[src/rtl/core/bfph_pkg.sv]
// bfph_pkg: shared types, constants and helpers of the string bloom filter
package bfph_pkg;

  localparam int unsigned DEF_MAX_FILTER_BITS = 65536;
  localparam int unsigned DEF_MAX_HASHES      = 4;

  localparam int unsigned SIZE_W      = 17;
  localparam int unsigned COUNT_W     = 3;
  localparam int unsigned BASE_W      = 16;
  localparam int unsigned CHAR_W      = 8;
  localparam int unsigned CFG_INDEX_W = 3;
  localparam int unsigned CFG_DATA_W  = 17;
  localparam int unsigned NUM_BASES   = 4;

  // remainder bits retired per cycle in the modulo unit
  localparam int unsigned MOD_STEPS = 8;

  localparam logic [SIZE_W-1:0]  RST_FILTER_SIZE = SIZE_W'(65536);
  localparam logic [COUNT_W-1:0] RST_HASH_COUNT  = COUNT_W'(1);
  localparam logic [BASE_W-1:0]  RST_BASE_ZERO   = BASE_W'(31);
  localparam logic [BASE_W-1:0]  RST_BASE_ONE    = BASE_W'(37);
  localparam logic [BASE_W-1:0]  RST_BASE_TWO    = BASE_W'(41);
  localparam logic [BASE_W-1:0]  RST_BASE_THREE  = BASE_W'(43);

  localparam logic OP_INSERT = 1'b0;
  localparam logic OP_QUERY  = 1'b1;

  typedef enum logic [CFG_INDEX_W-1:0] {
    REG_FILTER_SIZE,
    REG_HASH_COUNT,
    REG_BASE_ZERO,
    REG_BASE_ONE,
    REG_BASE_TWO,
    REG_BASE_THREE
  } cfg_reg_t;

  typedef enum logic [2:0] {
    ST_CLEAR,
    ST_IDLE,
    ST_MUL,
    ST_GO,
    ST_MOD,
    ST_DONE,
    ST_OUT
  } state_t;

  function automatic int unsigned aw_of(input int unsigned depth);
    return (depth > 1) ? $clog2(depth) : 1;
  endfunction

endpackage

[src/rtl/core/bfph_mod.sv]
// bfph_mod: iterative remainder unit, several restoring steps per cycle
module bfph_mod import bfph_pkg::*; #(
  parameter int unsigned DVD_W = 32
) (
  input  logic              clk,
  input  logic              rst,
  input  logic              start,
  input  logic [DVD_W-1:0]  dividend,
  input  logic [SIZE_W-1:0] modulus,
  output logic              busy,
  output logic [SIZE_W-1:0] remainder
);

  localparam int unsigned NCYC  = DVD_W / MOD_STEPS;
  localparam int unsigned CNT_W = aw_of(NCYC + 1);

  logic [DVD_W-1:0]  dvd, dvd_v;
  logic [SIZE_W-1:0] rem, rem_v;
  logic [SIZE_W:0]   t;
  logic [CNT_W-1:0]  cnt;

  always_comb begin
    rem_v = rem;
    dvd_v = dvd;
    t     = '0;
    for (int i = 0; i < MOD_STEPS; i++) begin
      t     = {rem_v, dvd_v[DVD_W-1]};
      dvd_v = {dvd_v[DVD_W-2:0], 1'b0};
      if (t >= {1'b0, modulus}) begin
        t = t - {1'b0, modulus};
      end
      rem_v = t[SIZE_W-1:0];
    end
  end

  always_ff @(posedge clk) begin
    if (rst) begin
      busy <= 1'b0;
      cnt  <= '0;
    end else if (start) begin
      busy <= 1'b1;
      cnt  <= CNT_W'(NCYC);
      dvd  <= dividend;
      rem  <= '0;
    end else if (busy) begin
      dvd <= dvd_v;
      rem <= rem_v;
      cnt <= cnt - 1'b1;
      if (cnt == CNT_W'(1)) begin
        busy <= 1'b0;
      end
    end
  end

  assign remainder = rem;

endmodule

[config.mk]
export PLATFORM = sky130hd
export DESIGN_NAME = bfph_mod
export DESIGN_NICKNAME = d
export VERILOG_FILES = /design/src/rtl/core/bfph_pkg.sv /design/src/rtl/core/bfph_mod.sv
export SDC_FILE = /design/constraint.sdc
export NUM_CORES = 1
export LEC_CHECK = 0
export ABC_CLOCK_PERIOD_IN_PS = 33400
export BUFFER_PORTS_ARGS = -buffer_cell sky130_fd_sc_hd__buf_2
export CORE_UTILIZATION = 57
export CTS_CLUSTER_DIAMETER = 200
export DETAILED_ROUTE_END_ITERATION = 10
export GPL_TIMING_DRIVEN = 0
export PLACE_DENSITY_LB_ADDON = 0.1
export REMOVE_ABC_BUFFERS = 1
export SLEW_MARGIN = 40
export SYNTH_ARGS = -nofsm -noshare
export SYNTH_HDL_FRONTEND = slang
export SYNTH_SLANG_ARGS = --single-unit
[constraint.sdc]
create_clock -name clk -period 33.4 [get_ports clk]
set_input_delay 3.34 -clock clk [delete_from_list [all_inputs] [get_ports clk]]
set_output_delay 3.34 -clock clk [all_outputs]
set_load 0.02 [all_outputs]
After elaboration in Yosys (flattened, before gate mapping)
Index checks and enable logic that the tools add are counted.

Bitwise gates (word level): 1. Order comparisons: 8. Mux-type cells: 16. Equality and inequality tests: 1. Reduce and logical (&&, ||, !) cells: 3. Add/sub/neg operators: 9.

Operators by type and width (number): 17-bit 2-to-1 mux (9); 18-bit by 17-bit >= comparator with 1-bit output (8); 17-bit subtractor (8); 32-bit 2-to-1 mux (2); 3-bit 2-to-1 mux (2); 3-bit by 1-bit == test with 1-bit output (second input constant) (1); 1-bit 2-to-1 mux (3); 3-bit by 1-bit subtractor with 3-bit output (second input constant) (1); 2-bit AND reduction (1); 2-bit nonzero test (1); 2-bit OR reduction (1); 1-bit NOT (1).

Register bits: 53. Output and inout port bits: 18. Input port bits: 52.

Depth between registers and ports, before layout
Gate-level depths: netlist of the first run.

Depth after elaboration: 17. Gate-level depth with buffers: 102. Mapped depth without buffers: 94.

Least setup slack after synthesis of the first run
No wires, ideal clock.

Kind: in2reg. Start: input port modulus[1]. End: register rem[5], in the netlist remainder[5], data pin. Path buffers: 12. Data arrival time: 24.220 ns. Stages on the path: 98. Required time: 33.129 ns. Path slack: 8.908 ns. Setup time: 0.271 ns. Path through: inv_1 > fa_1 > a211oi_1 > o21ai_2 > a21oi_1 > a21oi_1 > buf_2 > buf_1 > mux2_2 > ha_1 > o211ai_1 > a21o_1 > a21boi_1 > o211ai_1 > a31oi_1 > a2111o_1 > buf_2 > buf_1 > [62 not listed] > a21oi_1 > inv_1 > fa_1 > a21o_1 > a21oi_1 > o21ai_0 > a21oi_1 > o21ai_0 > a21oi_1 > o21ai_0 > a2111o_1 > a41oi_1 > o31ai_1 > a21oi_1 > o31ai_4 > nor2_2 > buf_6 > o41ai_2.

Word-level cells in the longest chain between the ends: 17. Elaborated cells on any way between the ends: 25. Classes of those cells: add/sub (8); order compare (8); mux (9).

RTL lines: from (decl) (RTL line bfph_mod.sv:9) `input logic [SIZE_W-1:0] modulus,`; 17-bit subtractor or 18-bit by 17-bit >= comparator with 1-bit output (tied branches) (RTL line bfph_mod.sv:30, bfph_mod.sv:29); 17-bit 2-to-1 mux (RTL line bfph_mod.sv:29) `if (t >= {1'b0, modulus}) begin`; 17-bit subtractor or 18-bit by 17-bit >= comparator with 1-bit output (tied branches) (RTL line bfph_mod.sv:30, bfph_mod.sv:29); 17-bit 2-to-1 mux (RTL line bfph_mod.sv:29); 17-bit subtractor or 18-bit by 17-bit >= comparator with 1-bit output (tied branches) (RTL line bfph_mod.sv:30, bfph_mod.sv:29); 17-bit 2-to-1 mux (RTL line bfph_mod.sv:29); 18-bit by 17-bit >= comparator with 1-bit output or 17-bit subtractor (tied branches) (RTL line bfph_mod.sv:29, bfph_mod.sv:30); 17-bit 2-to-1 mux (RTL line bfph_mod.sv:29); 17-bit subtractor or 18-bit by 17-bit >= comparator with 1-bit output (tied branches) (RTL line bfph_mod.sv:30, bfph_mod.sv:29); 17-bit 2-to-1 mux (RTL line bfph_mod.sv:29); 17-bit subtractor or 18-bit by 17-bit >= comparator with 1-bit output (tied branches) (RTL line bfph_mod.sv:30, bfph_mod.sv:29); 17-bit 2-to-1 mux (RTL line bfph_mod.sv:29); 17-bit subtractor or 18-bit by 17-bit >= comparator with 1-bit output (tied branches) (RTL line bfph_mod.sv:30, bfph_mod.sv:29); 17-bit 2-to-1 mux (RTL line bfph_mod.sv:29); 17-bit subtractor or 18-bit by 17-bit >= comparator with 1-bit output (tied branches) (RTL line bfph_mod.sv:30, bfph_mod.sv:29); 17-bit 2-to-1 mux (*) (RTL line bfph_mod.sv:29); 17-bit 2-to-1 mux (*) (RTL line bfph_mod.sv:45) `end else if (busy) begin`; to (signal assigned) (RTL line bfph_mod.sv:47) `rem <= rem_v;`; to (decl) (RTL line bfph_mod.sv:18) `logic [SIZE_W-1:0] rem, rem_v;`.

Mark *: on every way between the ends. The rest lies on a longest branch, timed or not. The select of a mux whose other input is x is not followed. A chain may end at the register's enable or synchronous reset.

Final worst setup path of the first run
Start: input port modulus[1]. End: register rem[3], in the netlist remainder[3], data pin.

Word-level cells in the longest chain between the ends: 17. Elaborated cells on any way between the ends: 25. Classes of those cells: add/sub (8); order compare (8); mux (9).

RTL lines (RTL line): 17-bit subtractor or 18-bit by 17-bit >= comparator with 1-bit output (tied branches) (bfph_mod.sv:30, bfph_mod.sv:29); 17-bit 2-to-1 mux (bfph_mod.sv:29); 17-bit subtractor or 18-bit by 17-bit >= comparator with 1-bit output (tied branches) (bfph_mod.sv:30, bfph_mod.sv:29); 17-bit 2-to-1 mux (bfph_mod.sv:29); 17-bit subtractor or 18-bit by 17-bit >= comparator with 1-bit output (tied branches) (bfph_mod.sv:30, bfph_mod.sv:29); 17-bit 2-to-1 mux (bfph_mod.sv:29); 17-bit subtractor or 18-bit by 17-bit >= comparator with 1-bit output (tied branches) (bfph_mod.sv:30, bfph_mod.sv:29); 17-bit 2-to-1 mux (bfph_mod.sv:29); 17-bit subtractor or 18-bit by 17-bit >= comparator with 1-bit output (tied branches) (bfph_mod.sv:30, bfph_mod.sv:29); 17-bit 2-to-1 mux (bfph_mod.sv:29); 17-bit subtractor or 18-bit by 17-bit >= comparator with 1-bit output (tied branches) (bfph_mod.sv:30, bfph_mod.sv:29); 17-bit 2-to-1 mux (bfph_mod.sv:29); 17-bit subtractor or 18-bit by 17-bit >= comparator with 1-bit output (tied branches) (bfph_mod.sv:30, bfph_mod.sv:29); 17-bit 2-to-1 mux (bfph_mod.sv:29); 18-bit by 17-bit >= comparator with 1-bit output or 17-bit subtractor (tied branches) (bfph_mod.sv:29, bfph_mod.sv:30); 17-bit 2-to-1 mux (*) (bfph_mod.sv:29); 17-bit 2-to-1 mux (*) (bfph_mod.sv:45).

Marks and branches as above.

==> results of run 1 <==
==> synthesized netlist by cell type, types with 7 or more instances <==
cell and number:
nor3_1 31, ha_1 138, o21ai_0 80, a21boi_0 9, fa_1 8, a21o_1 44
xor2_1 35, and2_1 18, o21a_1 20, o21bai_1 7, nor2b_1 23, mux2_2 73
mux2i_1 17, nor2_1 124, inv_1 85, a21oi_1 102, a31oi_1 8, o211ai_1 13
a2111oi_0 7, a211oi_1 9, o31ai_1 13, edfxtp_1 49, o311ai_1 14, nand3_1 30
clkbuf_1 16, nand2b_1 12, and3_1 16, nand4_1 38, buf_2 9, xnor2_1 60
nand2_1 79
==> metrics by stage <==
| stage | cells | utilization | hold slack, ps |
|---|---|---|---|
| 3_3_place_gp | 1568 | 0.608 | 487 |
| 6_report | 1580 | 0.624 | 501 |
| 3_5_place_dp | 1572 | 0.615 | 487 |
| 4_1_cts | 1580 | 0.624 | 504 |
| 2_1_floorplan | 1270 | - | 471 |
| 5_1_grt | 1580 | 0.624 | 551 |
==> worst min path at each step <==
stage                              startpoint                  end  slack [ps]  cells after the start
after detailed placement  cnt[1]$_SDFFE_PP0P_  cnt[1]$_SDFFE_PP0P_         490                      2
after global routing      cnt[1]$_SDFFE_PP0P_  cnt[1]$_SDFFE_PP0P_         550                      2
after global placement    cnt[1]$_SDFFE_PP0P_  cnt[1]$_SDFFE_PP0P_         490                      2
final                     cnt[1]$_SDFFE_PP0P_  cnt[1]$_SDFFE_PP0P_         500                      2
after CTS                 cnt[1]$_SDFFE_PP0P_  cnt[1]$_SDFFE_PP0P_         500                      2
after floorplan           cnt[1]$_SDFFE_PP0P_  cnt[1]$_SDFFE_PP0P_         470                      2
==> critical path, delay by kind of cell <==
| kind | cells | cell delay (ps) |
|---|---|---|
| AO/OA/AOI/OAI | 57 | 14150 |
| AND/OR/NAND/NOR | 16 | 4780 |
| adder cells (fa/ha/maj) | 8 | 3230 |
| multiplexers | 5 | 1990 |
| buffers and inverters | 4 | 900 |
==> layer usage <==
| layer | track usage | wire length, um | up-vias | part of all wire |
|---|---|---|---|---|
| met3 | 0.0386 | 1880 | 74 | 0.060 |
| met5 | 0 | 0 | - | 0 |
| met4 | 0.153 | 1520 | 0 | 0.049 |
| li1 | - | - | 4992 | - |
| met2 | 0.538 | 14100 | 371 | 0.45 |
| met1 | 0.435 | 13800 | 4833 | 0.44 |
==> state kept, by name, summed over array words and instances, names as in the netlist <==
name / count
dvd: 32
remainder: 17
cnt: 3
busy: 1
==> cell type report <==
class | instances | area, sq um | share of cell area
timing repair buffer | 73 | 400 | 0.0357
inverter | 85 | 319 | 0.0285
clock inverter | 3 | 43.8 | 0.00391
sequential | 53 | 1550 | 0.138
multi-input combinational | 1132 | 8490 | 0.757
tap | 229 | 287 | 0.0256
clock buffer | 5 | 125 | 0.0112
==> logic make-up (layout without fill, tap and decap cells) <==
group / after synthesis / after routing
mux: 91 / 91
simple gates: 405 / 405
compound gates: 395 / 395
buf+inv: 119 / 166
fa+ha+maj: 146 / 146
flops: 53 / 53
xor+xnor: 95 / 95
==> summary.txt, run 1 <==
EDFF count, synth: 49
final wirelength: 31300 um
vias in the first global route: 9299
HPWL Detailed: 24100 um
Synth Area in Adders: 0.180
final clock skew: 4.72 ps
CTS Sinks: 53
Worst Path Max Fanout: 30
gr ovfl total: 0
RSZ-0062 raised after global routing: false
synthesized area per cell: 8.03 sq um
Final min period: 28460 ps
root buf cell: clkbuf_16
Post-Synthesis Cells: 1304
TritonCTS clock tree: yes
Via Count: 10300
Compound-Gate Fraction of Synth Area: 0.258
Final Cell Area: 11200 sq um
outcome: completed
Hold Crit Class: reg -> reg
Area after DPL: 11000 sq um
CTS HTree Levels: 2
XOR/XNOR Fraction of Synth Area: 0.0794
Synth async-reset ratio: 0
clk slew on worst S/H paths: 70 ps
Ys Warns: 0
multiplexer area fraction after synthesis: 0.0960
clock insertion delay at the later pin of the skew report: 300 ps
post-synth cell types: 82
DRC viols: 0
Tcrit/Tclk final: 0.852
Final Max Tran Viols: 0
PostCTS Resize Cnt: 0
Global Route Usage Sum: 0.331
CP dominant cell by count: a21oi_1
Post-CTS Hold Fix Bufs: 0
CP Data Arrival Time: 28470 ps
vias per cell: 6.50
layout cells sized above 1: 0.139
FF-to-FF Start: dvd[31]$_DFFE_PP_
crit path from: modulus[1]
Worst-Margin Slew: 860 ps
Final TNS setup: 0 ps
Worst setup EP type: register
Final Hold Fails: 0
Synth Area in Simple Gates: 0.191
Final Worst Setup Slack: 4940 ps
Worst Setup Start Kind: input pin
Ports: 70
Worst Reg-to-Reg Cells: 91
Port Buf Inserts: 69
DR iter-0 viols: 948
main combinational cell family by area after synthesis: compound AO/OA/AOI/OAI gates
worst setup path endpoint: remainder[3]$_SDFFCE_PP0P_
Area contributors post-synth: ha_1 16%, edfxtp_1 14%, mux2_2 7.8%, xnor2_1 5.0%, a21oi_1 4.9%
CP required: 33410 ps
flops & latches, synth: 53
initial antenna violation count: 0
area added between synthesis and finish: 7.06%
gp weighted congestion: 0.967
post-route ant nets: 0
Chip Height: 138 um
most frequent cells in the layout: 138 x ha_1, 122 x nor2_1, 101 x a21oi_1
WL per Instance: 19.8 um
top cell type by total area after synthesis: ha_1
Starting Density: 0.583
nets@finish: 1548
sequential area share after synthesis: 0.148
Num CTS Buffers: 5
pin count of the biggest net entering global routing: 53
chip width: 138 um
Fill cells: 1657
most common cell after layout, fill and taps aside: ha_1
CP max stage cell: nor4b_4
kind of critical path: in -> reg
die area: 18900 sq um
Max Root-Sink Buffers: 2
DR pass1 iterations: 5
diode count: 0
Final setup viols: 0
CORE AREA: 18000 sq um
RR Endpoint: remainder[3]$_SDFFCE_PP0P_
Setup Buffers After CTS: 0
Slew HR: 0.427
crit-path max cell delay: 750 ps
first-pass GRT wire length: 48100 um
f_max: 35.1 MHz
Synth Cell Area: 10500 sq um
reg2reg setup slack: 8000 ps
num rows: 49
pre-CTS setup slack: 4960 ps
max_cap viols: 0
post-synth top area share: 0.165
top_reg_cell synth: edfxtp_1
Power of run 1 is left out: the tool's default activity adds up to more than one toggle a clock period on the data nets, which glitch-free logic cannot reach.
==> run 2, diff against run 1 <==
--- a/config.mk
+++ b/config.mk
@@ -11,7 +11,7 @@
 export CTS_CLUSTER_DIAMETER = 200
 export DETAILED_ROUTE_END_ITERATION = 10
 export GPL_TIMING_DRIVEN = 0
-export PLACE_DENSITY_LB_ADDON = 0.1
+export PLACE_DENSITY = 0.72
 export REMOVE_ABC_BUFFERS = 1
 export SLEW_MARGIN = 40
 export SYNTH_ARGS = -nofsm -noshare
==> summary.txt, run 2 (same netlist as run 1, synthesis figures left out) <==
max_cap viols: 0 (unchanged)
CP max stage cell: nor4_4
RSZ-0062 raised after global routing: false
Worst-Margin Slew: 809 ps (-50.8 ps)
most common cell after layout, fill and taps aside: ha_1
Setup Buffers After CTS: 0 (unchanged)
outcome: completed
CP dominant cell by count: a21oi_1
first-pass GRT wire length: 47600 um (-1.0%)
TritonCTS clock tree: yes
delay-heaviest family, CP: compound AO/OA/AOI/OAI gates
f_max: 35.4 MHz (+0.82%)
DRC viols: 0 (unchanged)
Num CTS Buffers: 5 (unchanged)
FF-to-FF Start: dvd[31]$_DFFE_PP_
Fill cells: 1665 (+0.48%)
Reg with most FFs: dvd
final wirelength: 31000 um (-0.91%)
Final TNS setup: 0 ps (unchanged)
gr ovfl total: 0 (unchanged)
area added between synthesis and finish: 6.86%
Worst setup EP type: register
post-route ant nets: 0 (unchanged)
DR pass1 iterations: 6 (+1)
die area: 18900 sq um (unchanged)
PostCTS Resize Cnt: 0 (unchanged)
vias in the first global route: 9101 (-2.1%)
WL per Instance: 19.6 um (-0.91%)
DR iter-0 viols: 1157 (+22%)
Worst Setup Start Kind: input pin
nets@finish: 1548 (unchanged)
CP required: 33400 ps (about the same)
initial antenna violation count: 0 (unchanged)
Final Max Tran Viols: 0 (unchanged)
Starting Density: 0.583 (unchanged)
WP buf/inv: 3 (-1)
final clock skew: 7.15 ps (+2.43 ps)
Post-CTS Hold Fix Bufs: 0 (unchanged)
HP Start: cnt[1]$_SDFFE_PP0P_
RR Endpoint: remainder[1]$_SDFFCE_PP0P_
CP Data Arrival Time: 28230 ps (-240 ps)
HPWL Detailed: 24000 um (-0.38%)
CORE AREA: 18000 sq um (unchanged)
Tcrit/Tclk final: 0.845 (-0.00696)
Global Route Usage Sum: 0.327 (-0.00396)
Worst Path Max Fanout: 30 (unchanged)
chip width: 138 um (unchanged)
num rows: 49 (unchanged)
crit-path max cell delay: 750 ps (about the same)
Via Count: 10100 (-1.3%)
CTS HTree Levels: 2 (unchanged)
Hold Crit Class: reg -> reg
layout cells sized above 1: 0.139 (unchanged)
Inst Count DP: 1572 (unchanged)
Max Root-Sink Buffers: 2 (unchanged)
pin count of the biggest net entering global routing: 53 (unchanged)
CTS Sinks: 53 (unchanged)
Ports: 70 (unchanged)
clk slew on worst S/H paths: 70 ps (about the same)
Port Buf Inserts: 69 (unchanged)
Final Hold Fails: 0 (unchanged)
Final setup viols: 0 (unchanged)
root buf cell: clkbuf_16
Worst Reg-to-Reg Cells: 89 (-2.2%)
most frequent cells in the layout: 138 x ha_1, 122 x nor2_1, 101 x a21oi_1
kind of critical path: in -> reg
Non-Filler Instances: 1580 (unchanged)
WHS Endpoint: cnt[1]$_SDFFE_PP0P_
diode count: 0 (unchanged)
vias per cell: 6.42 (-1.3%)
clock insertion delay at the later pin of the skew report: 300 ps (about the same)
Final min period: 28230 ps (-233 ps)
gp weighted congestion: 0.978 (+1.1%)
Largest register FFs: 32 (unchanged)
worst hold stages: 2 (unchanged)
reg2reg setup slack: 8240 ps (+240 ps)
Slew HR: 0.460 (+0.0333)
Chip Height: 138 um (unchanged)
-- run 2: changes by cell type in the layout (fill, tap and decap cells not counted), sizes merged --
cell    delta
clkbuf     +1
bufinv     -1
-- run 2: worst max-delay path by stage --
stage	endpoint	slack, ps	cells after the start	from
after floorplan	remainder[1]$_SDFFCE_PP0P_	8600	85	modulus[11]
after global placement	remainder[1]$_SDFFCE_PP0P_	3110	87	modulus[11]
after detailed placement	remainder[1]$_SDFFCE_PP0P_	5080	88	modulus[1]
after CTS	remainder[1]$_SDFFCE_PP0P_	5280	88	modulus[1]
after global routing	remainder[1]$_SDFFCE_PP0P_	3380	88	modulus[1]
final	remainder[1]$_SDFFCE_PP0P_	5170	88	modulus[1]
-- run 2: area by class of cell --
type	instances	area (sq um)	share of cell area
Sequential cell	53	1550	0.139
Inverter	85	319	0.0285
Clock buffer	6	129	0.0115
Multi-Input combinational cell	1132	8490	0.758
Clock inverter	2	13.8	0.00123
Tap cell	229	287	0.0256
Timing Repair Buffer	73	404	0.0361
-- run 2: worst min-delay path, stage by stage (launching register included) --
cell and delay [ps]:
dfxtp_1 310, nor2_1 100, a2111oi_0 60
-- run 2: layer usage --
layer	GRT usage	part of all wire	routed length [um]
met4	0.162	0.054	1670
met5	0	0	0
met2	0.535	0.45	14000
met1	0.432	0.44	13500
met3	0.0239	0.057	1770
-- run 2: stage by stage --
stage	worst slack (ps)	hold slack (ps)	area (sq um)	utilization
after global placement	3110	484	10900	0.608
after global routing	3380	565	11200	0.623
after detailed placement	5080	500	11000	0.615
after floorplan	8600	471	10300	-
final	5170	517	11200	0.623
after CTS	5280	510	11200	0.623
Power of run 2 is left out for the same reason.
==> run 3, diff against run 2 <==
--- a/config.mk
+++ b/config.mk
@@ -5,7 +5,7 @@
 export SDC_FILE = /design/constraint.sdc
 export NUM_CORES = 1
 export LEC_CHECK = 0
-export ABC_CLOCK_PERIOD_IN_PS = 33400
+export ABC_CLOCK_PERIOD_IN_PS = 26600
 export BUFFER_PORTS_ARGS = -buffer_cell sky130_fd_sc_hd__buf_2
 export CORE_UTILIZATION = 57
 export CTS_CLUSTER_DIAMETER = 200
==> constraint.sdc (replaced) <==
create_clock -name clk -period 26.6 [get_ports clk]
set_input_delay 2.66 -clock clk [delete_from_list [all_inputs] [get_ports clk]]
set_output_delay 2.66 -clock clk [all_outputs]
set_load 0.02 [all_outputs]
==> summary.txt, run 3 (same netlist as run 1, synthesis figures left out) <==
DR iter-0 viols: 1175 (+1.6%)
gr ovfl total: 0 (unchanged)
Port Buf Inserts: 69 (unchanged)
clock insertion delay at the later pin of the skew report: 290 ps (about the same)
Final setup viols: 0 (unchanged)
Hold Worst Slack: 516 ps (-1.06 ps)
pre-CTS setup slack: -1040 ps (-6120 ps)
clk slew on worst S/H paths: 70 ps (about the same)
post-route ant nets: 0 (unchanged)
Worst Path Max Fanout: 16 (-47%)
most frequent cells in the layout: 138 x ha_1, 122 x nor2_1, 101 x a21oi_1
CP required: 26670 ps (-6730 ps)
area added between synthesis and finish: 9.80%
DR pass1 iterations: 5 (-1)
metal2 WL: 14400 um (+2.3%)
Hold Crit Class: reg -> reg
Worst-Margin Slew: 832 ps (+23.1 ps)
Tcrit/Tclk final: 0.947
Reg with most FFs: dvd
Ports: 70 (unchanged)
CP max stage cell: a2111o_2
kind of critical path: in -> reg
TritonCTS clock tree: yes
HPWL Detailed: 24000 um (unchanged)
max_cap viols: 0 (unchanged)
Post-CTS Hold Fix Bufs: 0 (unchanged)
chip width: 138 um (unchanged)
pin count of the biggest net entering global routing: 53 (unchanged)
gp weighted congestion: 0.978 (unchanged)
CTS HTree Levels: 2 (unchanged)
num rows: 49 (unchanged)
vias per cell: 6.42 (+0.11%)
wire length on met3: 2080 um (+17%)
Slew HR: 0.445 (-0.0154)
nets@finish: 1579 (+2.0%)
Chip Height: 138 um (unchanged)
Final Worst Setup Slack: 1400 ps (-3770 ps)
Global Route Usage Sum: 0.327 (about the same)
CP Data Arrival Time: 25270 ps (-2960 ps)
Worst setup EP type: register
Fill cells: 1633 (-1.9%)
Num CTS Buffers: 5 (unchanged)
vias in the first global route: 9124 (+0.25%)
RSZ-0062 raised after global routing: false
metal1 wirelength: 13500 um (+0.12%)
CP dominant cell by count: a21oi_1
first-pass GRT wire length: 47700 um (+0.10%)
root buf cell: clkbuf_16
Final min period: 25200 ps
final clock skew: 6.38 ps (-0.776 ps)
Via Count: 10300 (+2.1%)
Max Root-Sink Buffers: 2 (unchanged)
CORE AREA: 18000 sq um (unchanged)
DRC viols: 0 (unchanged)
diode count: 0 (unchanged)
layout cells sized above 1: 0.167 (+0.0280)
Worst Setup Start Kind: input pin
Final Max Tran Viols: 0 (unchanged)
Final Hold Fails: 0 (unchanged)
outcome: completed
Largest register FFs: 32 (unchanged)
most common cell after layout, fill and taps aside: ha_1
WL per Instance: 19.7 um (+0.39%)
highest metal used: met4
CTS Sinks: 53 (unchanged)
die area: 18900 sq um (unchanged)
crit-path max cell delay: 600 ps (-150 ps)
f_max: 39.7 MHz
final wirelength: 31700 um (+2.4%)
initial antenna violation count: 0 (unchanged)
Starting Density: 0.583 (unchanged)
-- run 3: final timing paths --
check	from	to	slack [ps]	depth (start not counted)
setup / recovery	modulus[1]	remainder[1]$_SDFFCE_PP0P_	1400	90
hold / removal	cnt[1]$_SDFFE_PP0P_	cnt[1]$_SDFFE_PP0P_	520	2
hold reg to reg	cnt[1]$_SDFFE_PP0P_	cnt[1]$_SDFFE_PP0P_	520	2
setup reg to reg	dvd[31]$_DFFE_PP_	remainder[1]$_SDFFCE_PP0P_	3730	91
-- run 3: layout make-up --
cell class | count | area, sq um | area share
clock buffers | 6 | 129 | 0.0112
repair buffers | 102 | 634 | 0.0552
multi-input cells | 1134 | 8560 | 0.745
inverters | 85 | 323 | 0.0281
well taps | 229 | 287 | 0.0249
flip-flops and latches | 53 | 1550 | 0.135
clock inverters | 2 | 13.8 | 0.00120
-- run 3: metrics by stage --
step,setup TNS [ps],instances,instance area [sq um],utilization
3_3_place_gp,-49050,1568,10900,0.608
6_report,0,1611,11500,0.640
2_1_floorplan,0,1270,10300,-
3_5_place_dp,-15610,1572,11000,0.615
5_1_grt,0,1611,11500,0.640
4_1_cts,0,1582,11200,0.624
-- run 3: what timing repair did --
| action | in CTS | in global routing |
|---|---|---|
| endpoints found under the setup margin | 17 | 17 |
| cloned | 0 | 2 |
| gates resized for setup | 3 | 18 |
| setup buffers | 2 | 27 |
| pin swaps | 2 | 3 |
-- run 3: critical path: cells and delay by family --
family | cells | cell delay (ps)
AOI/OAI and AO/OA | 53 | 12320
adders and majority gates | 8 | 3140
buffers and inverters | 5 | 1080
muxes | 7 | 2420
and+or+nand+nor | 17 | 3610
-- run 3: layer usage --
layer  GRT usage  vias up
met5           0        -
met4       0.170        0
met3      0.0224       86
met2       0.534      460
met1       0.432     4743
li1            -     5060
Power of run 3 is left out for the same reason.
